$ cat src/biou_pkg.sv
`timescale 1ns / 1ps

package biou_pkg;

  localparam int COORD_BITS = 12;
  localparam int FRAC_BITS  = 16;
  localparam int SIZE_BITS  = COORD_BITS + 1;
  localparam int AREA_BITS  = 2 * COORD_BITS + 2;
  localparam int RATIO_BITS = FRAC_BITS + 1;

  typedef logic [COORD_BITS-1:0] coord_t;
  typedef logic [SIZE_BITS-1:0]  size_t;
  typedef logic [AREA_BITS-1:0]  area_t;
  typedef logic [RATIO_BITS-1:0] ratio_t;
  typedef logic [FRAC_BITS-1:0]  quo_t;

  localparam size_t  MAX_SIZE  = size_t'(1) << COORD_BITS;
  localparam ratio_t RATIO_ONE = ratio_t'(1) << FRAC_BITS;

  typedef struct packed {
    coord_t first_x;
    coord_t first_y;
    size_t  first_w;
    size_t  first_h;
    coord_t second_x;
    coord_t second_y;
    size_t  second_w;
    size_t  second_h;
  } in_t;

  typedef struct packed {
    logic   overlaps;
    coord_t overlap_x;
    coord_t overlap_y;
    size_t  overlap_w;
    size_t  overlap_h;
    area_t  union_area;
    ratio_t ratio_q16;
  } res_t;

  // Overlap box plus both box areas, out of the geometry stages.
  typedef struct packed {
    logic   overlaps;
    coord_t overlap_x;
    coord_t overlap_y;
    size_t  overlap_w;
    size_t  overlap_h;
    area_t  area_a;
    area_t  area_b;
  } geo_t;

  // Divider operands; the divisor is res.union_area.
  typedef struct packed {
    res_t  res;
    area_t num;
    logic  one;
  } dvd_t;

  // Zero size reads as one pixel, oversize saturates.
  function automatic size_t clamp_size(size_t s);
    size_t r;
    if (s == size_t'(0)) begin
      r = size_t'(1);
    end else if (s > MAX_SIZE) begin
      r = MAX_SIZE;
    end else begin
      r = s;
    end
    return r;
  endfunction

endpackage

$ cat src/biou_div.sv
`timescale 1ns / 1ps

module biou_div (
  input  logic           clk,
  input  logic           rst_n,
  input  logic           adv,
  input  logic           in_valid,
  input  biou_pkg::dvd_t in_data,
  output logic           out_valid,
  output biou_pkg::res_t out_data
);

  localparam int STEPS = biou_pkg::FRAC_BITS;

  // One restoring step per stage; the remainder stays below the divisor unless the two are equal.
  logic            vld_r [STEPS];
  biou_pkg::area_t rem_r [STEPS];
  biou_pkg::quo_t  quo_r [STEPS];
  biou_pkg::res_t  res_r [STEPS];
  logic            one_r [STEPS];

  for (genvar k = 0; k < STEPS; k++) begin : g_step
    logic                         vld_in;
    biou_pkg::area_t              rem_in;
    biou_pkg::quo_t               quo_in;
    biou_pkg::res_t               res_in;
    logic                         one_in;
    logic [biou_pkg::AREA_BITS:0] trial;
    logic [biou_pkg::AREA_BITS:0] den_x;
    logic [biou_pkg::AREA_BITS:0] diff;
    logic                         take;
    biou_pkg::area_t              rem_nxt;
    biou_pkg::quo_t               quo_nxt;

    if (k == 0) begin : g_head
      assign vld_in = in_valid;
      assign rem_in = in_data.num;
      assign quo_in = '0;
      assign res_in = in_data.res;
      assign one_in = in_data.one;
    end else begin : g_body
      assign vld_in = vld_r[k-1];
      assign rem_in = rem_r[k-1];
      assign quo_in = quo_r[k-1];
      assign res_in = res_r[k-1];
      assign one_in = one_r[k-1];
    end

    always_comb begin
      trial   = {rem_in, 1'b0};
      den_x   = {1'b0, res_in.union_area};
      diff    = trial - den_x;
      take    = trial >= den_x;
      rem_nxt = take ? diff[biou_pkg::AREA_BITS-1:0] : trial[biou_pkg::AREA_BITS-1:0];
      quo_nxt = {quo_in[STEPS-2:0], take};
    end

    always_ff @(posedge clk) begin
      if (!rst_n) begin
        vld_r[k] <= 1'b0;
      end else if (adv) begin
        vld_r[k] <= vld_in;
      end
    end

    always_ff @(posedge clk) begin
      if (adv) begin
        rem_r[k] <= rem_nxt;
        quo_r[k] <= quo_nxt;
        res_r[k] <= res_in;
        one_r[k] <= one_in;
      end
    end
  end

  always_comb begin
    out_data = res_r[STEPS-1];
    if (one_r[STEPS-1]) begin
      out_data.ratio_q16 = biou_pkg::RATIO_ONE;
    end else begin
      out_data.ratio_q16 = {1'b0, quo_r[STEPS-1]};
    end
  end

  assign out_valid = vld_r[STEPS-1];

endmodule

$ cat config.mk
export PLATFORM = sky130hd
export DESIGN_NAME = biou_div
export DESIGN_NICKNAME = d
export VERILOG_FILES = /design/src/biou_pkg.sv /design/src/biou_div.sv
export SDC_FILE = /design/constraint.sdc
export NUM_CORES = 2
export LEC_CHECK = 0
export BUFFER_PORTS_ARGS = -buffer_cell sky130_fd_sc_hd__buf_2
export CAP_MARGIN = 20
export CORE_MARGIN = 10
export CORE_UTILIZATION = 25
export DETAILED_ROUTE_END_ITERATION = 7
export PLACE_DENSITY = 0.45
export SYNTH_ARGS = -nofsm -noshare
export SYNTH_HDL_FRONTEND = slang
export SYNTH_SLANG_ARGS = --single-unit
$ cat constraint.sdc
create_clock -name clk -period 3.85 [get_ports clk]
set_input_delay 0.1925 -clock clk [delete_from_list [all_inputs] [get_ports clk]]
set_output_delay 0.1925 -clock clk [all_outputs]
set_load 0.005 [all_outputs]
==> out/results.txt <==
Leakage Power -> 0.0362 uW
Critical-path top delay cell -> or4b_1
Die boundary width -> 586 um
Critical Path RT -> 4.40 ns
Max incr delay on CP -> 0.53 ns
Wire length of the first global-routing pass -> 259000 um
Via count of the first global-routing pass -> 47200
Minimum clock period after layout -> 3.65 ns
Post-DP HPWL -> 116000 um
Relative area change from synthesis to final layout -> 19.6%
Summed instance area of the synthesized netlist -> 0.0800 mm^2
Total length of routed met3 wires -> 6270 um
Run status -> finished, final reports clean
Count of antenna-violating nets left after detailed routing -> 0
Clock tree from TritonCTS -> built
RePlAce Congestion -> 0.868
Achievable Freq -> 274 MHz
Layout Nets -> 6809
CTS H-tree depth -> 4
Yosys warns -> 0
Final critical-path setup slack -> 0.200 ns
Sequential cell area fraction in the yosys report -> 0.672
Post-route setup TNS -> 0 ns
Max Cap Violations -> 0
DR DRC count -> 0
Cell count after synthesis -> 5651
Dominant cells by area after synthesis -> edfxtp_1 67%, ha_1 6.5%, mux2_2 3.3%
Count leader, synth -> edfxtp_1
Initial core utilization -> 0.251
Register bit count reported by yosys -> 1790
Worst hold-check path type -> input port to flip-flop
GRT overflow -> 0
Max-slew headroom at the worst pin -> 0.402
Number of DRC markers in iteration 0 -> 2456
Worst setup EP type -> flip-flop
Cts bufs inserted -> 211
Pin count of the biggest net entering global routing -> 127
Root buffer selected by CTS -> clkbuf_16
Sort of element at the start of the critical path -> flip-flop
Power density relative to cell area -> 752 mW/mm^2
Final-report setup violation count -> 0
Worst slack at placement -> 0.0602 ns
Sink count of the clock tree -> 1790
Buffers added on ports -> 202
Met2 WL -> 77600 um
Post-synth EDFFs -> 1789
Via total after detailed routing -> 45200
Final period util -> 0.948
Overall routed net length -> 163000 um
Number of rows in the core area -> 207
Layout cells sized above 1 -> 0.140
Via-per-instance ratio -> 4.26
Share of Yosys cell area claimed by the top area cell type -> 0.671
Number of nets in the synthesized netlist -> 6206
Highest Signal Layer -> met4
Actual transition at the worst max-transition pin -> 0.888 ns
Largest area contributor in the synthesized netlist -> edfxtp_1
Unrepaired setup endpoints after global routing -> false
Crit path cell chain -> ha_1 -> a21o_1 -> a21oi_1 -> a21oi_1 -> o21ai_0 -> or4b_1 -> a21oi_2 -> o21bai_1 -> a31oi_4 -> buf_12 -> mux2_2
Die area -> 0.343 mm^2
Number of different library cells in the post-synthesis netlist -> 87
Largest fanout of any net on the critical path -> 26
Core area -> 0.318 mm^2
Number of antenna violations at the first check in global routing -> 5
Die outline height -> 586 um
Met1 WL -> 71000 um
Most used DFF post-synth -> edfxtp_1
Average footprint of a synthesized cell -> 14.2 um^2
I/O pins -> 220
Top cells by instance count after synthesis -> 1789 x edfxtp_1, 531 x inv_1, 415 x ha_1
First drt pass iteration count -> 5
Critical path class -> flip-flop to flip-flop
Worst-path clk slew -> 0.05 ns
Worst ir drop on vdd -> 0.395 mV
Global routing usage summed across all routing layers -> 0.0924
Most frequent CP cell -> a21oi_1
Average wire per standard cell -> 15.4 um
Maximum clock insertion buffer count -> 4
Max Slew Vio Count -> 0
Fin. Hold Viols -> 0
Proportion of register bits with asynchronous set or reset after synthesis -> 0
Insertion delay to the later sink of the worst-skew pair -> 0.84 ns
Worst Skew -> 0.0466 ns
Arrival time reported for the critical path endpoint -> 4.20 ns
## sequential cells by signal, indices dropped and copies added, names as in the netlist
signal / count
res_r: 1232
rem_r: 390
quo_r: 136
one_r: 16
vld_r: 16
## worst max-delay path, delay by kind of cell (launching register included)
family	cells	cell delay (ns)
flops	1	0.39
fa+ha+maj	1	0.38
mux	1	0.36
buf+inv	1	0.20
compound gates	7	1.52
simple gates	1	0.53
## timing repair
item | in CTS | in global routing
setup endpoints to repair | 0 | 51
hold buffers | 172 | 0
gates resized for setup | 0 | 4
setup buffers | 0 | 0
hold endpoints to repair | 173 | 0
## metal layers
layer,vias up,GRT usage
met2,850,0.157
met4,0,0.0462
met3,398,0.0160
li1,22400,-
met1,21600,0.113
met5,-,0
## cell families after synthesis
family / Yosys count / share of synthesized area
XOR/XNOR: 314 / 0.0344
buffers and inverters: 634 / 0.0304
AO/OA/AOI/OAI: 1198 / 0.0959
flip-flops: 1790 / 0.672
multiplexers: 268 / 0.0375
adder cells (fa/ha/maj): 430 / 0.0686
AND/OR/NAND/NOR: 1017 / 0.0618
## placed cells by master (no fill, tap or decap), types with 110 or more instances in the layout
cell type      Yosys  routed
edfxtp_1        1789    1789
inv_1            531     531
ha_1             415     415
a21oi_1          370     369
nor2_1           277     276
nand2_1          260     260
o21ai_0          249     248
mux2_2           238     238
clkbuf_16          0     215
xnor2_1          204     204
buf_2             19     201
dlygate4sd3_1      0     172
a21o_1           169     169
xor2_1           110     110
## area by class of cell
cell class / instances / area [um^2]
clock inverter: 133 / 1260
tap: 4180 / 5230
fill: 31500 / 223000
multi-input combinational: 3228 / 24000
inverter: 531 / 1990
clock buffer: 247 / 5500
sequential: 1790 / 53700
antenna: 3 / 7.51
timing repair buffer: 492 / 4030
## worst paths after layout
path / slack, ns / end / start / cells past startpoint
setup / recovery: 0.20 / rem_r[1][133] / rem_r[1][106] / 11
hold / removal: 0.10 / res_r[0][27] / in_data[54] / 2
setup reg to reg: 0.20 / rem_r[1][133] / rem_r[1][106] / 11
hold reg to reg: 0.38 / res_r[4][45] / res_r[3][139] / 0
## through the flow
stage | cell area [um^2] | total power [uW] | util | std cells | hold WS (ns)
3_3_place_gp | 87200 | 52300 | 0.274 | 10000 | 0.369
3_5_place_dp | 87200 | 52600 | 0.274 | 10000 | 0.371
6_report | 95700 | 72000 | 0.301 | 10600 | 0.103
4_1_cts | 95700 | 73000 | 0.301 | 10600 | 0.000202
2_1_floorplan | 80000 | 45500 | - | 5651 | 0.291
5_1_grt | 95700 | 76900 | 0.301 | 10600 | 0.0410
## report_power, final
group | switching [uW] | internal (uW)
clock network | 7910 | 11600
logic | 13200 | 11400
registers | 1810 | 26100
total | 22900 | 49100
Power figures use the tool's default switching activity.
