[config.mk]
export PLATFORM = sky130hd
export DESIGN_NAME = biou_area
export DESIGN_NICKNAME = d
export VERILOG_FILES = /design/src/biou_pkg.sv /design/src/biou_area.sv
export SDC_FILE = /design/constraint.sdc
export NUM_CORES = 1
export LEC_CHECK = 0
export BUFFER_PORTS_ARGS = -buffer_cell sky130_fd_sc_hd__buf_2
export CORE_ASPECT_RATIO = 0.75
export CORE_MARGIN = 8
export CORE_UTILIZATION = 35
export DETAILED_ROUTE_END_ITERATION = 8
export PLACE_DENSITY_LB_ADDON = 0.2
export RECOVER_POWER = 100
export REMOVE_ABC_BUFFERS = 1
export SLEW_MARGIN = 15
export SYNTH_ARGS = -nofsm -noshare
export SYNTH_HDL_FRONTEND = slang
export SYNTH_SLANG_ARGS = --single-unit
[constraint.sdc]
create_clock -name clk -period 11.26 [get_ports clk]
set_clock_uncertainty 0.15 [all_clocks]
set_input_delay 0 -clock clk [delete_from_list [all_inputs] [get_ports clk]]
set_output_delay 0 -clock clk [all_outputs]
set_load 0.03 [all_outputs]
[src/biou_pkg.sv]
`timescale 1ns / 1ps

package biou_pkg;

  localparam int COORD_BITS = 12;
  localparam int FRAC_BITS  = 16;
  localparam int SIZE_BITS  = COORD_BITS + 1;
  localparam int AREA_BITS  = 2 * COORD_BITS + 2;
  localparam int RATIO_BITS = FRAC_BITS + 1;

  typedef logic [COORD_BITS-1:0] coord_t;
  typedef logic [SIZE_BITS-1:0]  size_t;
  typedef logic [AREA_BITS-1:0]  area_t;
  typedef logic [RATIO_BITS-1:0] ratio_t;
  typedef logic [FRAC_BITS-1:0]  quo_t;

  localparam size_t  MAX_SIZE  = size_t'(1) << COORD_BITS;
  localparam ratio_t RATIO_ONE = ratio_t'(1) << FRAC_BITS;

  typedef struct packed {
    coord_t first_x;
    coord_t first_y;
    size_t  first_w;
    size_t  first_h;
    coord_t second_x;
    coord_t second_y;
    size_t  second_w;
    size_t  second_h;
  } in_t;

  typedef struct packed {
    logic   overlaps;
    coord_t overlap_x;
    coord_t overlap_y;
    size_t  overlap_w;
    size_t  overlap_h;
    area_t  union_area;
    ratio_t ratio_q16;
  } res_t;

  // Overlap box plus both box areas, out of the geometry stages.
  typedef struct packed {
    logic   overlaps;
    coord_t overlap_x;
    coord_t overlap_y;
    size_t  overlap_w;
    size_t  overlap_h;
    area_t  area_a;
    area_t  area_b;
  } geo_t;

  // Divider operands; the divisor is res.union_area.
  typedef struct packed {
    res_t  res;
    area_t num;
    logic  one;
  } dvd_t;

  // Zero size reads as one pixel, oversize saturates.
  function automatic size_t clamp_size(size_t s);
    size_t r;
    if (s == size_t'(0)) begin
      r = size_t'(1);
    end else if (s > MAX_SIZE) begin
      r = MAX_SIZE;
    end else begin
      r = s;
    end
    return r;
  endfunction

endpackage

[src/biou_area.sv]
`timescale 1ns / 1ps

module biou_area (
  input  logic           clk,
  input  logic           rst_n,
  input  logic           adv,
  input  logic           in_valid,
  input  biou_pkg::geo_t in_data,
  output logic           out_valid,
  output biou_pkg::dvd_t out_data
);

  // stage 3: intersection product and area sum
  logic            vld3_r;
  biou_pkg::geo_t  geo_r;
  biou_pkg::area_t inter_r, sum_r;
  biou_pkg::area_t inter_nxt, sum_nxt;

  always_comb begin
    inter_nxt = biou_pkg::area_t'(in_data.overlap_w) * biou_pkg::area_t'(in_data.overlap_h);
    sum_nxt   = in_data.area_a + in_data.area_b;
  end

  always_ff @(posedge clk) begin
    if (!rst_n) begin
      vld3_r <= 1'b0;
    end else if (adv) begin
      vld3_r <= in_valid;
    end
  end

  always_ff @(posedge clk) begin
    if (adv) begin
      geo_r   <= in_data;
      inter_r <= inter_nxt;
      sum_r   <= sum_nxt;
    end
  end

  // stage 4: union and the full-ratio flag
  logic            vld4_r;
  biou_pkg::dvd_t  dvd_r;
  biou_pkg::dvd_t  dvd_nxt;
  biou_pkg::area_t uni;

  always_comb begin
    uni                      = sum_r - inter_r;
    dvd_nxt.res.overlaps     = geo_r.overlaps;
    dvd_nxt.res.overlap_x    = geo_r.overlap_x;
    dvd_nxt.res.overlap_y    = geo_r.overlap_y;
    dvd_nxt.res.overlap_w    = geo_r.overlap_w;
    dvd_nxt.res.overlap_h    = geo_r.overlap_h;
    dvd_nxt.res.union_area   = uni;
    dvd_nxt.res.ratio_q16    = '0;
    dvd_nxt.num              = inter_r;
    dvd_nxt.one              = inter_r >= uni;
  end

  always_ff @(posedge clk) begin
    if (!rst_n) begin
      vld4_r <= 1'b0;
    end else if (adv) begin
      vld4_r <= vld3_r;
    end
  end

  always_ff @(posedge clk) begin
    if (adv) begin
      dvd_r <= dvd_nxt;
    end
  end

  assign out_valid = vld4_r;
  assign out_data  = dvd_r;

endmodule

==> impl_summary.txt <==
----------------------------------------------------
[Worst setup path]
  Endpoint arrival time on the critical path ... 7.72 ns
  Crit path cell chain ... dlygate4sd3_1 -> clkbuf_1 -> clkbuf_1 -> mux2i_1 -> nor2b_1 -> dlygate4sd3_1
  CP max stage delay ... ~3.4 ns
  Reg-to-Reg Start ... sum_r[0]
  Kind of critical path ... input port to flop
  Capturing element type of the critical path ... flop
  Critical-path top delay cell ... clkbuf_1
  Worst reg2reg path endpoint ... out_data[0]
  Data required time of the critical path ... 11.53 ns
  Peak fanout along the critical path ... 85
  Worst R2R Setup Slack ... 6.40 ns
  Worst r2r path cells ... 18
  Nature of the critical path startpoint ... input port

[Clock network]
  CTS tree ... done
  CTS Buf Count ... 24
  Count of buffers added by post-CTS timing repair for setup ... 0
  Deepest level of the CTS H-tree ... 1
  Clk sinks ... about 210
  Register clock-pin slew on the reported worst setup and hold paths ... approximately 0.06 ns
  Master cell of the clock root buffer ... clkbuf_16
  Cts repair resizes ... 0
  Worst-Skew Late Latency ... about 0.54 ns
  Number of hold buffers added after cts ... 140
  Maximum count of clock buffers along a single path ... 3

[Synthesis]
  Yosys Warn Count ... 0
  Post-synthesis cell count ... 1391
  Main flop type after synthesis ... edfxtp_1
  Netlist Area Pre-Place ... between 15000 and 20000 sq um
  Yosys top cell area share ... 40.1%
  Number of enable flip-flop cells after synthesis ... 207
  Asr flop ratio synth ... 0%
  Sequential fraction of the synthesis area ... 40.4%
  Flip-flop and latch count after synthesis ... ~210
  Synth top area cells ... edfxtp_1, fa_1, ha_1, inv_1, and2_1
  Biggest area consumer among synthesized cells ... edfxtp_1
  Avg Cell Area, Syn ... between 10 and 15 sq um
  Unique cell type count in the Yosys netlist ... 65

[Power]
  Power per cell area ... between 200 and 300 nW/um^2
  Total power draw ... around 4.8 mW
  Maximum vdd ir drop ... ~0.15 mV
  Static leakage ... 8.39 nW

[Route]
  First DRT Iteration DRCs ... slightly below 600
  Number of detailed-routing iterations run before antenna repair ... 5
  Total DRC errors in the routed layout ... 0
  Drt total wl ... approximately 38000 um
  WL/cell ... 16.2 um
  Vias per Instance ... around 4.7
  Remaining number of nets flagged by the antenna check after routing ... 0
  Routed via count ... 11000

[Layout]
  Most used cells in the layout excluding fill and tap cells ... inv_1, edfxtp_1, ha_1, clkbuf_1, dlygate4sd3_1
  Final Cell Area ... ~19000 sq um
  Layout overhead on the synthesized area ... 22.5%
  Number of filler cells placed in the layout ... ~4200
  Post-Route Utilization ... a little over two fifths
  Count of antenna diodes in the layout ... 0
  Number of standard cells in the layout, taps in and fillers out ... about 2300
  Commonest non-fill, non-tap cell in the layout ... inv_1
  Fraction of final layout cells sized beyond drive strength 1 ... approximately 7%
  Count of nets after finishing ... approximately 2100

[Run status]
  Outcome ... finished with violations
  Violations in the final reports ... capacitance limit, slew limit

[Timing]
  Final setup margin ... 3.81 ns
  TNS Setup ... 0 ns
  Setup violators final ... 0
  Share of the cycle needed by the critical path after routing ... 66.2%
  Worst hold margin ... 0.0401 ns
  Final hold violations ... 0
  Crit path time final ... between 7 and 8 ns
  Worst-margin pin slew ... around 4.8 ns
  Setup repair after global routing missed its margin ... no
  Slew HR ... -223%
  Timing-limited maximum frequency ... 134 MHz
  Pins over their slew limit ... 214

[Run]
  Number of max-cap violations ... 3

[Placed design]
  RD Place Congestion ... 0.845
  Port Buf Inserts ... approximately 210
  Worst-case setup slack after placement ... 5.75 ns
  Final HPWL from detailed placement ... between 20000 and 30000 um
  Total placed cells including tap cells ... approximately 2100
  Cell area reported after detailed placement ... between 15000 and 20000 sq um

[Global route]
  Initial antenna violation count ... 0
  Total global routing track utilization ... 14.5%
  Grt total ovfl ... 0
  Maximum number of pins on one net before global-route repair ... between 80 and 90
  Vias in the first global route ... approximately 12000
  Global-route wire length before repair ... 60900 um

[Die]
  Core Footprint ... roughly 44000 sq um
  Die footprint ... 51300 sq um
  Cell Rows ... 66
  Die Span X ... roughly 260 um
  Effective utilization at floorplan ... between 30% and 40%
  Ports placed on the boundary ... roughly 230
  Vert. Die Dim ... about 200 um

[Min path]
  Worst min-delay path class ... input port to flop
  Hold path endpoint ... dvd_nxt[115]
  Worst hold path startpoint ... in_data[97]
  Hold Path Cell Cnt ... 2

----------------------------------------------------
## worst max-delay path, delay by kind of cell
family        cells  cell delay, ns
buf+inv           4            7.23
mux               1            0.37
simple gates      1            0.08
## synthesized netlist by cell type (16+ instances only)
cell type and instances:
a21o_1 36, and2_1 82, clkbuf_1 34, nand2_1 118, buf_4 17, nand3_1 17
nor2b_1 16, inv_1 227, a21oi_1 68, ha_1 147, o21ai_0 44, edfxtp_1 207
xor2_1 23, nor2_1 43, fa_1 123, xnor2_1 49
## area by class of cell
cell class                 instances  area (sq um)  area share, %
sequential                       209          6260           33.0
multi-input combinational        916          8100           42.7
tap                              578           723           3.81
inverter                         227           852           4.49
timing repair buffer             353          2300           12.1
clock inverter                    14           114          0.600
clock buffer                      29           619           3.27
## cells by family (layout without fill, tap and decap cells)
family | count (synthesis) | after routing | synth area share, %
xor gates and xnor gates | 72 | 72 | 4.07
DFF | 209 | 209 | 40.4
adders and majority gates | 270 | 270 | 27.8
muxes | 4 | 4 | 0.267
other | 1 | 17 | 0.0242
and+or+nand+nor | 336 | 336 | 10.9
AOI/OAI and AO/OA | 217 | 217 | 9.31
buffers and inverters | 282 | 623 | 7.27
## metal layers
layer	track usage [%]	up-vias	part of all wire (%)
met3	3.03	47	5.8
met1	20.6	5415	48
met2	22.9	249	45
li1	-	5332	-
met5	0	-	0
met4	2.85	0	2.0
## registers in the layout, indices dropped and copies added, names as in the netlist
register	cells
out_data	104
dvd_nxt	51
inter_r	26
sum_r	26
out_valid	1
vld3_r	1
## report_power, final
part | leakage, nW | total, mW | switching (mW) | internal (mW)
clock | 0.355 | 0.731 | 0.315 | 0.416
combinational | 5.99 | 2.81 | 1.68 | 1.13
sequential | 2.04 | 1.25 | 0.0922 | 1.16
## worst max-delay path by stage
stage	start	endpoint	slack, ns	cells after the start
after floorplan	in_data[53]	inter_r[23]	6.40	18
after CTS	in_data[75]	inter_r[23]	5.78	20
after global placement	in_data[74]	inter_r[23]	5.86	19
final	adv	vld3_r	3.81	6
after global routing	adv	vld3_r	2.86	6
after detailed placement	in_data[74]	inter_r[23]	5.75	19
No activity file was read; power rests on OpenSTA's default activity.
