--- config.mk ---
export PLATFORM = sky130hd
export DESIGN_NAME = biou_obuf
export DESIGN_NICKNAME = d
export VERILOG_FILES = /design/src/biou_pkg.sv /design/src/biou_obuf.sv
export SDC_FILE = /design/constraint.sdc
export NUM_CORES = 1
export LEC_CHECK = 0
export CAP_MARGIN = 20
export CORE_MARGIN = 1.5
export CORE_UTILIZATION = 50
export DETAILED_ROUTE_END_ITERATION = 16
export DONT_BUFFER_PORTS = 1
export PLACE_DENSITY = 0.71
export REMOVE_ABC_BUFFERS = 1
export SLEW_MARGIN = 10
export SYNTH_ARGS = -nofsm -noshare
export SYNTH_HDL_FRONTEND = slang
export SYNTH_SLANG_ARGS = --single-unit
--- constraint.sdc ---
create_clock -name clk -period 10.94 [get_ports clk]
set_input_delay 1.094 -clock clk [delete_from_list [all_inputs] [get_ports clk]]
set_output_delay 1.094 -clock clk [all_outputs]
set_load 0.03 [all_outputs]
--- src/biou_pkg.sv ---
`timescale 1ns / 1ps

package biou_pkg;

  localparam int COORD_BITS = 12;
  localparam int FRAC_BITS  = 16;
  localparam int SIZE_BITS  = COORD_BITS + 1;
  localparam int AREA_BITS  = 2 * COORD_BITS + 2;
  localparam int RATIO_BITS = FRAC_BITS + 1;

  typedef logic [COORD_BITS-1:0] coord_t;
  typedef logic [SIZE_BITS-1:0]  size_t;
  typedef logic [AREA_BITS-1:0]  area_t;
  typedef logic [RATIO_BITS-1:0] ratio_t;
  typedef logic [FRAC_BITS-1:0]  quo_t;

  localparam size_t  MAX_SIZE  = size_t'(1) << COORD_BITS;
  localparam ratio_t RATIO_ONE = ratio_t'(1) << FRAC_BITS;

  typedef struct packed {
    coord_t first_x;
    coord_t first_y;
    size_t  first_w;
    size_t  first_h;
    coord_t second_x;
    coord_t second_y;
    size_t  second_w;
    size_t  second_h;
  } in_t;

  typedef struct packed {
    logic   overlaps;
    coord_t overlap_x;
    coord_t overlap_y;
    size_t  overlap_w;
    size_t  overlap_h;
    area_t  union_area;
    ratio_t ratio_q16;
  } res_t;

  // Overlap box plus both box areas, out of the geometry stages.
  typedef struct packed {
    logic   overlaps;
    coord_t overlap_x;
    coord_t overlap_y;
    size_t  overlap_w;
    size_t  overlap_h;
    area_t  area_a;
    area_t  area_b;
  } geo_t;

  // Divider operands; the divisor is res.union_area.
  typedef struct packed {
    res_t  res;
    area_t num;
    logic  one;
  } dvd_t;

  // Zero size reads as one pixel, oversize saturates.
  function automatic size_t clamp_size(size_t s);
    size_t r;
    if (s == size_t'(0)) begin
      r = size_t'(1);
    end else if (s > MAX_SIZE) begin
      r = MAX_SIZE;
    end else begin
      r = s;
    end
    return r;
  endfunction

endpackage

--- src/biou_obuf.sv ---
`timescale 1ns / 1ps

module biou_obuf (
  input  logic           clk,
  input  logic           rst_n,
  input  logic           in_valid,
  input  biou_pkg::res_t in_data,
  output logic           adv,
  output logic           out_valid,
  input  logic           out_stall,
  output biou_pkg::res_t out_data
);

  // Two entries: the output register and a spare that catches the one
  // result still in flight when the pipeline is told to hold.
  logic [1:0]     cnt_r, cnt_nxt;
  biou_pkg::res_t head_r, head_nxt;
  biou_pkg::res_t spare_r, spare_nxt;
  logic           push, pop;

  assign adv       = (cnt_r != 2'd2);
  assign out_valid = (cnt_r != 2'd0);
  assign out_data  = head_r;

  always_comb begin
    push      = in_valid && adv;
    pop       = out_valid && !out_stall;
    cnt_nxt   = cnt_r;
    head_nxt  = head_r;
    spare_nxt = spare_r;
    case (cnt_r)
      2'd0: begin
        if (push) begin
          head_nxt = in_data;
          cnt_nxt  = 2'd1;
        end
      end
      2'd1: begin
        if (push && pop) begin
          head_nxt = in_data;
        end else if (push) begin
          spare_nxt = in_data;
          cnt_nxt   = 2'd2;
        end else if (pop) begin
          cnt_nxt = 2'd0;
        end
      end
      default: begin
        if (pop) begin
          head_nxt = spare_r;
          cnt_nxt  = 2'd1;
        end
      end
    endcase
  end

  always_ff @(posedge clk) begin
    if (!rst_n) begin
      cnt_r <= 2'd0;
    end else begin
      cnt_r <= cnt_nxt;
    end
  end

  always_ff @(posedge clk) begin
    head_r  <= head_nxt;
    spare_r <= spare_nxt;
  end

endmodule

==> metrics.md, run 1 <==
| Metric | Value |
|---|---|
| Post-DP HPWL | 7.92 mm |
| Final net count | 418 |
| R2r startpoint | cnt_r[1] |
| Yosys warning total | 0 |
| Arrival @ worst endpoint | 3.19 ns |
| Rows | 42 |
| Clock buffer depth | 2 |
| TritonCTS clock tree | built |
| Status | finished, final reports clean |
| Worst-path clk slew | 0.06 ns |
| Root buf cell | clkbuf_16 |
| Area grow syn2layout | 11.1% |
| Post-Synthesis Cells | 307 |
| Maximum capacitance violations | 0 |
| Netlist cell types | 13 |
| Gr ovfl total | 0 |
| Min-Delay Path Class | register to register |
| Largest net degree at the start of global routing | 74 |
| Number of vias per cell | 5.58 |
| Sink Count | 190 |
| Tmin final | 3.14 ns |
| Routed length per instance | 23.5 microns |
| DRC | 0 |
| Commonest non-fill, non-tap cell in the layout | edfxtp_1 |
| Port Buf Inserts | 0 |
| Crit share post-route | 28.7% |
| CP max FO | 73 |
| Die ar. | 14600 sq um |
| RR Endpoint | out_data[66] |
| Reg2Reg Setup Slack | 7.80 ns |
| Worst VDD drop | 0.114 mV |
| Total wire length | 12.0 mm |
| Post-cts hold buffer count | 0 |
| Fraction of layout cells with a size suffix above 1 | 40.2% |
| Drt pass-1 iters | 4 |
| DR vias | 2838 |
| Post-CTS Setup Inserts | 0 |
| DRT antenna net count | 0 |
| PD cells | 202 nW/um^2 |
| Die width | 121 microns |
| Starting Density | 51.7% |
| Worst rel slew slack | 35.9% |
| Die H | 121 microns |
| Most frequent cells in the layout | edfxtp_1, mux2_2, clkbuf_16 |
| Hold path depth | 1 |
| GPL Wtd Cong | 0.694 |
| Final Power | 1550 uW |
| Initial antenna violation count | 0 |
| Clk_skew | 0.00636 ns |
| GR Util All Layers | 17.1% |
| CP Launch Type | register |
| Synth Register Bits | 190 |
| Synthesized cell area | 6930 sq um |
| Setup_tns | 0 ns |
| Critical path class | register to register |
| HP Start | spare_r[33] |
| Worst r2r path cells | 4 |
| First-pass GRT wire length | 17.9 mm |
| WHS Endpoint | out_data[33] |
| Unrepaired setup endpoints after global routing | false |
| ANT cells | 0 |
| CTS resizes | 0 |
| Max Slew Vio Count | 0 |
| Hold Vio Cnt, Final | 0 |
| F_max | 319 MHz |
| I/O pin cnt | 194 |
| Clk_lat worst skew | 0.43 ns |
| Slew at the pin closest to its max-slew limit | 0.961 ns |
| Seq/Total Area, Yosys | 82.1% |
| Setup crit end kind | register |
| H-tree depth | 4 |
| Core Area | 13400 sq um |
| Pleak | 0.00246 uW |
| Number of global-route vias before repair | 3002 |
| Total CTS buffers | 17 |
| Final setup vio count | 0 |
| Syn_area_per_cell | 22.6 sq um |
| Crit path required time | 10.99 ns |
| Iter 0 DRT Violations | 206 |
[flip-flops by register name, summed over array words and instances (netlist names)]
name / count
out_data: 94
spare_r: 94
cnt_r: 2
[kinds of logic after synthesis]
| logic type | after synthesis | synth area share (%) |
|---|---|---|
| buffers and inverters | 11 | 1.70 |
| AO/OA/AOI/OAI | 5 | 0.488 |
| AND/OR/NAND/NOR | 7 | 0.470 |
| flip-flops | 190 | 82.1 |
| multiplexers | 94 | 15.3 |
[power breakdown]
part | switching, uW | total, uW | leakage, uW | internal [uW]
logic | 26.5 | 48.5 | 0.000399 | 21.9
clock network | 256 | 592 | 0.000280 | 336
registers | 66.1 | 912 | 0.00178 | 846
[worst max path at each step]
| stage | start | to | slack, ns |
|---|---|---|---|
| floorplan | cnt_r[1] | out_data[0] | 3.09 |
| global placement | cnt_r[1] | out_data[71] | 7.21 |
| detailed placement | cnt_r[1] | out_data[71] | 7.10 |
| CTS | cnt_r[1] | out_data[58] | 7.09 |
| global route | cnt_r[1] | out_data[11] | 7.53 |
| finish | cnt_r[1] | out_data[66] | 7.80 |
[final cells by class]
type	count	area [sq um]
Tap cell	176	220
Multi-Input combinational cell	106	1140
Clock buffer	18	429
Clock inverter	14	144
Timing Repair Buffer	5	70.1
Fill cell	1004	5700
Sequential cell	190	5690
[worst max-delay path, cell delays in order (launching register included)]
cell and delay, ns:
dfxtp_4 0.58, buf_4 0.82, nor2_1 0.24, a21oi_4 0.34
buf_4 0.72
[through the flow]
stage / hold slack (ns) / setup WS [ns] / area, sq um / cells / utilization (%)
3_5_place_dp: 0.530 / 7.10 / 7100 / 476 / 53.0
2_1_floorplan: 0.507 / 3.09 / 6810 / 296 / -
4_1_cts: 0.543 / 7.09 / 7680 / 508 / 57.3
3_3_place_gp: 0.517 / 7.21 / 7080 / 475 / 52.8
5_1_grt: 0.562 / 7.53 / 7700 / 509 / 57.4
6_report: 0.546 / 7.80 / 7700 / 509 / 57.4
[cell usage after synthesis]
master / instances / area [sq um]
edfxtp_1: 188 / 5650
mux2_2: 94 / 1060
buf_6: 10 / 113
a21oi_1: 3 / 15.0
nor2_1: 3 / 11.3
dfxtp_1: 2 / 40.0
buf_2: 1 / 5.00
nand2_1: 1 / 3.75
nand2b_1: 1 / 6.26
nand3_1: 1 / 5.00
o21a_1: 1 / 7.51
o221a_2: 1 / 11.3
or2_1: 1 / 6.26
[per-layer routing]
metal,global-route usage (%),wire [microns],vias up
met5,0,0,-
met4,8.24,303,0
met3,9.01,1380,23
met2,25.9,5620,146
met1,20.0,4660,1412
li1,-,-,1257
Power figures use the tool's default switching activity.
==> run 2, diff against run 1 <==
Settings changed: PLACE_DENSITY 0.71 to 0.74.
Clock period 10.94 ns to 2.8 ns, I/O delays scaled along.
==> run 2 against run 1 <==
Die area did not move. Sequential power rose to 3.9 times the previous value. Worst hold slack got worse by 0.52 ns. Clock skew barely moved. Routed wire length rose by 8.5%. Register-to-register slack got worse by 6.8 ns. Cell count rose by 19%. Sequential share of layout area fell by 7.7 points. Combinational power rose to 6.3 times the previous value. Total power rose to 3.8 times the previous value. Critical path type is now register to primary output.
==> metrics.md, run 2 (synthesis results as in run 1) <==
| Metric | Value |
|---|---|
| Status | finished, final reports clean |
| Tmin final | 2.05 ns |
| Final net count | 516 (+23%) |
| Arrival @ worst endpoint | 1.77 ns (-1.42 ns) |
| Iter 0 DRT Violations | 235 (+14%) |
| Worst VDD drop | 0.566 mV (+400%) |
| Worst r2r path cells | 3 (-1) |
| Number of global-route vias before repair | 3462 (+15%) |
| Crit path to | adv |
| Total wire length | 13.0 mm (+8.5%) |
| Largest net degree at the start of global routing | 75 (+1.4%) |
| Setup crit end kind | primary output |
| Post-DP HPWL | 7.37 mm (-6.9%) |
| Final instance area | 8590 sq um (+12%) |
| Reg2Reg Setup Slack | 0.96 ns (-6.84 ns) |
| Min-Delay Path Class | input pin to register |
| GPL Wtd Cong | 0.735 (+5.9%) |
| Critical path startpoint | cnt_r[1] |
| Fraction of layout cells with a size suffix above 1 | 30.5% (-9.8 points) |
| Post-DP Area | 7110 sq um (+0.11%) |
| Hold Vio Cnt, Final | 0 (unchanged) |
| Die H | 121 microns (unchanged) |
| Area grow syn2layout | 23.9% |
| ANT cells | 0 (unchanged) |
| CP Cell Sequence | buf_4 > nand2b_1 |
| TritonCTS clock tree | built |
| F_max | 487 MHz |
| Final setup vio count | 0 (unchanged) |
| DRT antenna net count | 0 (unchanged) |
| Gr ovfl total | 0 (unchanged) |
| Fillcell total | 918 (-8.6%) |
| Post-CTS Setup Inserts | 0 (unchanged) |
| Clk_lat worst skew | 0.41 ns (-0.02 ns) |
| Worst hold margin | 0.0298 ns (-0.516 ns) |
| R2r startpoint | cnt_r[1] |
| Worst rel slew slack | 51.8% (+16 points) |
| H-tree depth | 4 (unchanged) |
| CP Buf/Inv Count | 1 (-1) |
| CP Launch Type | register |
| Max Slew Vio Count | 0 (unchanged) |
| Clock buffer depth | 2 (unchanged) |
| First-pass GRT wire length | 19.7 mm (+9.8%) |
| DRC | 0 (unchanged) |
| Crit-path leading delay family | buffers and inverters |
| Max stage delay on crit path | 0.52 ns (-0.30 ns) |
| I/O pin cnt | 194 (unchanged) |
| Unrepaired setup endpoints after global routing | false |
| Initial antenna violation count | 0 (unchanged) |
| Setup_tns | 0 ns (unchanged) |
| Clk_skew | 0.00633 ns (-0.0000295 ns) |
| Total CTS buffers | 17 (unchanged) |
| DR vias | 3245 (+14%) |
| Core Area | 13400 sq um (unchanged) |
| Sink Count | 190 (unchanged) |
| Final Util | 64.1% (+6.6 points) |
| Rows | 42 (unchanged) |
| Die width | 121 microns (unchanged) |
| Critical path class | register to primary output |
| Commonest non-fill, non-tap cell in the layout | edfxtp_1 |
| Crit share post-route | 73.3% |
| Worst-path clk slew | 0.06 ns (about the same) |
| Most frequent cells in the layout | edfxtp_1, dlygate4sd3_1, mux2_2 |
| GR Util All Layers | 18.4% (+1.3 points) |
| Maximum capacitance violations | 0 (unchanged) |
| RR Endpoint | out_data[89] |
| Drt pass-1 iters | 4 (unchanged) |
| Worst path depth | 2 (-2) |
| Number of vias per cell | 5.35 (-4.0%) |
| Routed length per instance | 21.4 microns (-8.9%) |
| Slew at the pin closest to its max-slew limit | 0.722 ns (-0.239 ns) |
| Worst path slowest cell | buf_4 |
| Port Buf Inserts | 0 (unchanged) |
| Die ar. | 14600 sq um (unchanged) |
| Starting Density | 51.7% (unchanged) |
| PD cells | 692 nW/um^2 (+240%) |
| Crit path required time | 2.52 ns (-8.47 ns) |
| CP max FO | 46 (-37%) |
| Pleak | 0.00283 uW (+15%) |
| Root buf cell | clkbuf_16 |
## run 2: repair_timing
action / CTS / global route
hold buffers: 97 / 0
gates resized for setup: 0 / 0
hold endpoints to repair: 96 / 0
## run 2: final cells by class
cell class	instances	area, sq um	share of cell area, %
well taps	176	220	2.56
clock buffers	18	429	5.00
repair buffers	103	1030	12.0
multi-input cells	106	1140	13.3
flip-flops and latches	190	5690	66.3
clock inverters	13	76.3	0.889
## run 2: worst min path at each step
stage,cells after the start,endpoint,from,slack (ns)
6_report,2,cnt_r[1],in_valid,0.03
3_3_place_gp,0,spare_r[32],in_data[32],0.38
4_1_cts,2,cnt_r[1],in_valid,0.007
2_1_floorplan,0,spare_r[0],in_data[0],0.38
3_5_place_dp,0,spare_r[87],in_data[87],0.38
5_1_grt,2,cnt_r[1],in_valid,0.03
## run 2: routing by layer
| metal | global-route usage, % | up-vias | part of all wire (%) |
|---|---|---|---|
| met5 | 0 | - | 0 |
| met4 | 5.96 | 0 | 1.4 |
| met3 | 7.45 | 13 | 8.7 |
| met2 | 29.3 | 134 | 50 |
| met1 | 23.1 | 1652 | 40 |
| li1 | - | 1446 | - |
## run 2: through the flow
step / worst slack [ns] / cells / total power, uW
final: 0.747 / 606 / 5950
after global routing: 0.655 / 606 / 6140
after CTS: 0.735 / 606 / 5990
after detailed placement: 0.977 / 478 / 3810
after global placement: 1.02 / 478 / 3800
after floorplan: -5.05 / 296 / 3760
## run 2: report_power, final
part           internal [uW]  switching, uW  total (uW)
Clock                   1120            966        2080
Combinational            174            130         305
Sequential              3300            257        3560
==> run 3, diff against run 2 <==
Settings changed: PLACE_DENSITY 0.74 to 0.71.
Clock period 2.8 ns to 1.95 ns, I/O delays scaled along.
==> run 3 against run 2 <==
Sequential power up 44%. Cell count up 0.66%. Combinational power up 56%. First-iteration DRC count down 21%. Via count up 1.6%. Core utilization up 1.1 points. Worst hold slack better by 0.027 ns. Setup slack worse by 0.45 ns. Clock power up 66%. Clock-buffer cell count unchanged.
==> metrics.md, run 3 (synthesis results as in run 1) <==
| Metric | Value |
|---|---|
| Worst path slowest cell | dfxtp_4 |
| Maximum capacitance violations | 0 (unchanged) |
| GPL Wtd Cong | 0.689 (-6.2%) |
| Sw frac | 23.5% (+0.73 points) |
| CP Launch Type | register |
| Arrival @ worst endpoint | 1.76 ns (about the same) |
| PD cells | 1040 nW/um^2 (+49%) |
| Final Power | 9040 uW (+52%) |
| Fraction of layout cells with a size suffix above 1 | 31.3% (+0.87 points) |
| Sequential Power Share | 56.5% (-3.4 points) |
| Rows | 42 (unchanged) |
| Worst VDD drop | 0.818 mV (+44%) |
| I/O pin cnt | 194 (unchanged) |
| Final Util | 65.2% (+1.1 points) |
| Int Power | 6910 uW (+51%) |
| Sink Count | 190 (unchanged) |
| Slew at the pin closest to its max-slew limit | 0.386 ns (-0.336 ns) |
| DR vias | 3297 (+1.6%) |
| Setup crit end kind | register |
| Unrepaired setup endpoints after global routing | false |
| Clock buffer depth | 2 (unchanged) |
| Clock Power Share | 38.2% (+3.2 points) |
| Core Area | 13400 sq um (unchanged) |
| First-pass GRT wire length | 20.0 mm (+1.3%) |
| Iter 0 DRT Violations | 185 (-21%) |
| CP max FO | 57 (+24%) |
| DRT antenna net count | 0 (unchanged) |
| Total CTS buffers | 17 (unchanged) |
| Number of global-route vias before repair | 3509 (+1.4%) |
| Place WS | 0.275 ns (-0.703 ns) |
| Largest net degree at the start of global routing | 66 (-12%) |
| Initial antenna violation count | 0 (unchanged) |
| Post-CTS Setup Inserts | 0 (unchanged) |
| Final net count | 519 (+0.58%) |
| Root buf cell | clkbuf_16 |
| Status | finished, final reports clean |
| Min-Delay Path Class | input pin to register |
| Uppermost routed layer | met4 |
| Critical path class | register to register |
| Max stage delay on crit path | 0.37 ns (-0.15 ns) |
| F_max | 605 MHz |
| Worst hold margin | 0.0572 ns (+0.0274 ns) |
| GR Util All Layers | 18.7% (+0.35 points) |
| Setup_tns | 0 ns (unchanged) |
| Total wire length | 13.1 mm (+1.2%) |
| Drt pass-1 iters | 4 (unchanged) |
| Commonest non-fill, non-tap cell in the layout | edfxtp_1 |
| Worst setup margin | 0.297 ns (-0.450 ns) |
| Die H | 121 microns (unchanged) |
| Tmin final | 1.65 ns |
| Max Slew Vio Count | 0 (unchanged) |
| Combinational Power Share | 5.3% (+0.2 points) |
| Post-DP HPWL | 7.59 mm (+2.9%) |
| Met2 wire len | 6.65 mm (+3.5%) |
| Starting Density | 51.7% (unchanged) |
| Pleak | 0.00289 uW (+2.2%) |
| Clk_skew | 0.0103 ns (+0.00395 ns) |
| TritonCTS clock tree | built |
| P_sw | 2120 uW (+57%) |
| Crit path required time | 2.05 ns (-0.47 ns) |
| Worst rel slew slack | 74.2% (+22 points) |
| Worst-path clk slew | 0.07 ns (about the same) |
| ANT cells | 0 (unchanged) |
| CP Cell Sequence | buf_12 > nor2_1 > a21oi_4 > buf_12 |
| DRC | 0 (unchanged) |
| Most frequent cells in the layout | edfxtp_1, dlygate4sd3_1, mux2_2 |
| Crit share post-route | 84.8% |
| Port Buf Inserts | 0 (unchanged) |
| Hold Vio Cnt, Final | 0 (unchanged) |
| Die ar. | 14600 sq um (unchanged) |
| Met1 WL | 5.11 mm (-2.2%) |
| Number of vias per cell | 5.40 (+0.94%) |
| Clk_lat worst skew | 0.43 ns (+0.02 ns) |
| Routed length per instance | 21.5 microns (+0.51%) |
| Final setup vio count | 0 (unchanged) |
| H-tree depth | 4 (unchanged) |
| Die width | 121 microns (unchanged) |
| Gr ovfl total | 0 (unchanged) |
| Metal3 WL | 1.16 mm (+2.4%) |
| Area grow syn2layout | 26.0% |
| Cell mode on critical path | buf_12 |
[run 3: cell type report]
class,count,area (sq um)
Multi-Input combinational cell,106,1140
Clock buffer,18,429
Clock inverter,14,158
Fill cell,886,4670
Sequential cell,190,5690
Tap cell,176,220
Timing Repair Buffer,106,1090
[run 3: stage by stage]
| step | instances | area [sq um] |
|---|---|---|
| finish | 610 | 8730 |
| CTS | 610 | 8730 |
| floorplan | 296 | 6810 |
| detailed placement | 480 | 7160 |
| global route | 610 | 8730 |
| global placement | 480 | 7160 |
[run 3: critical path: cells and delay by family (launching register included)]
| family | cells | cell delay, ns |
|---|---|---|
| compound gates | 1 | 0.20 |
| buf+inv | 2 | 0.58 |
| flops | 1 | 0.37 |
| simple gates | 1 | 0.15 |
[run 3: timing repair]
action	CTS	global route
endpoints found under the hold margin	190	0
hold buffers	98	0
gates resized for setup	0	0
[run 3: worst paths after layout]
check / startpoint / end / slack [ns] / depth (start not counted)
worst min-delay path: out_stall / cnt_r[0] / 0.06 / 2
worst max register to register: cnt_r[1] / out_data[3] / 0.30 / 4
worst max-delay path: cnt_r[1] / out_data[3] / 0.30 / 4
worst min register to register: spare_r[61] / out_data[61] / 0.55 / 1
[run 3: power groups by stage]
stage	combinational (uW)	sequential [uW]	clock [uW]
4_1_cts	479	5110	3520
3_5_place_dp	292	5200	0
6_report	476	5110	3450
5_1_grt	517	5120	3670
3_3_place_gp	277	5190	0
2_1_floorplan	199	5210	0
[run 3: routing by layer]
metal	track usage [%]	vias to the layer above
met4	7.28	0
met2	30.4	140
met5	0	-
met1	22.2	1677
met3	8.02	18
li1	-	1462
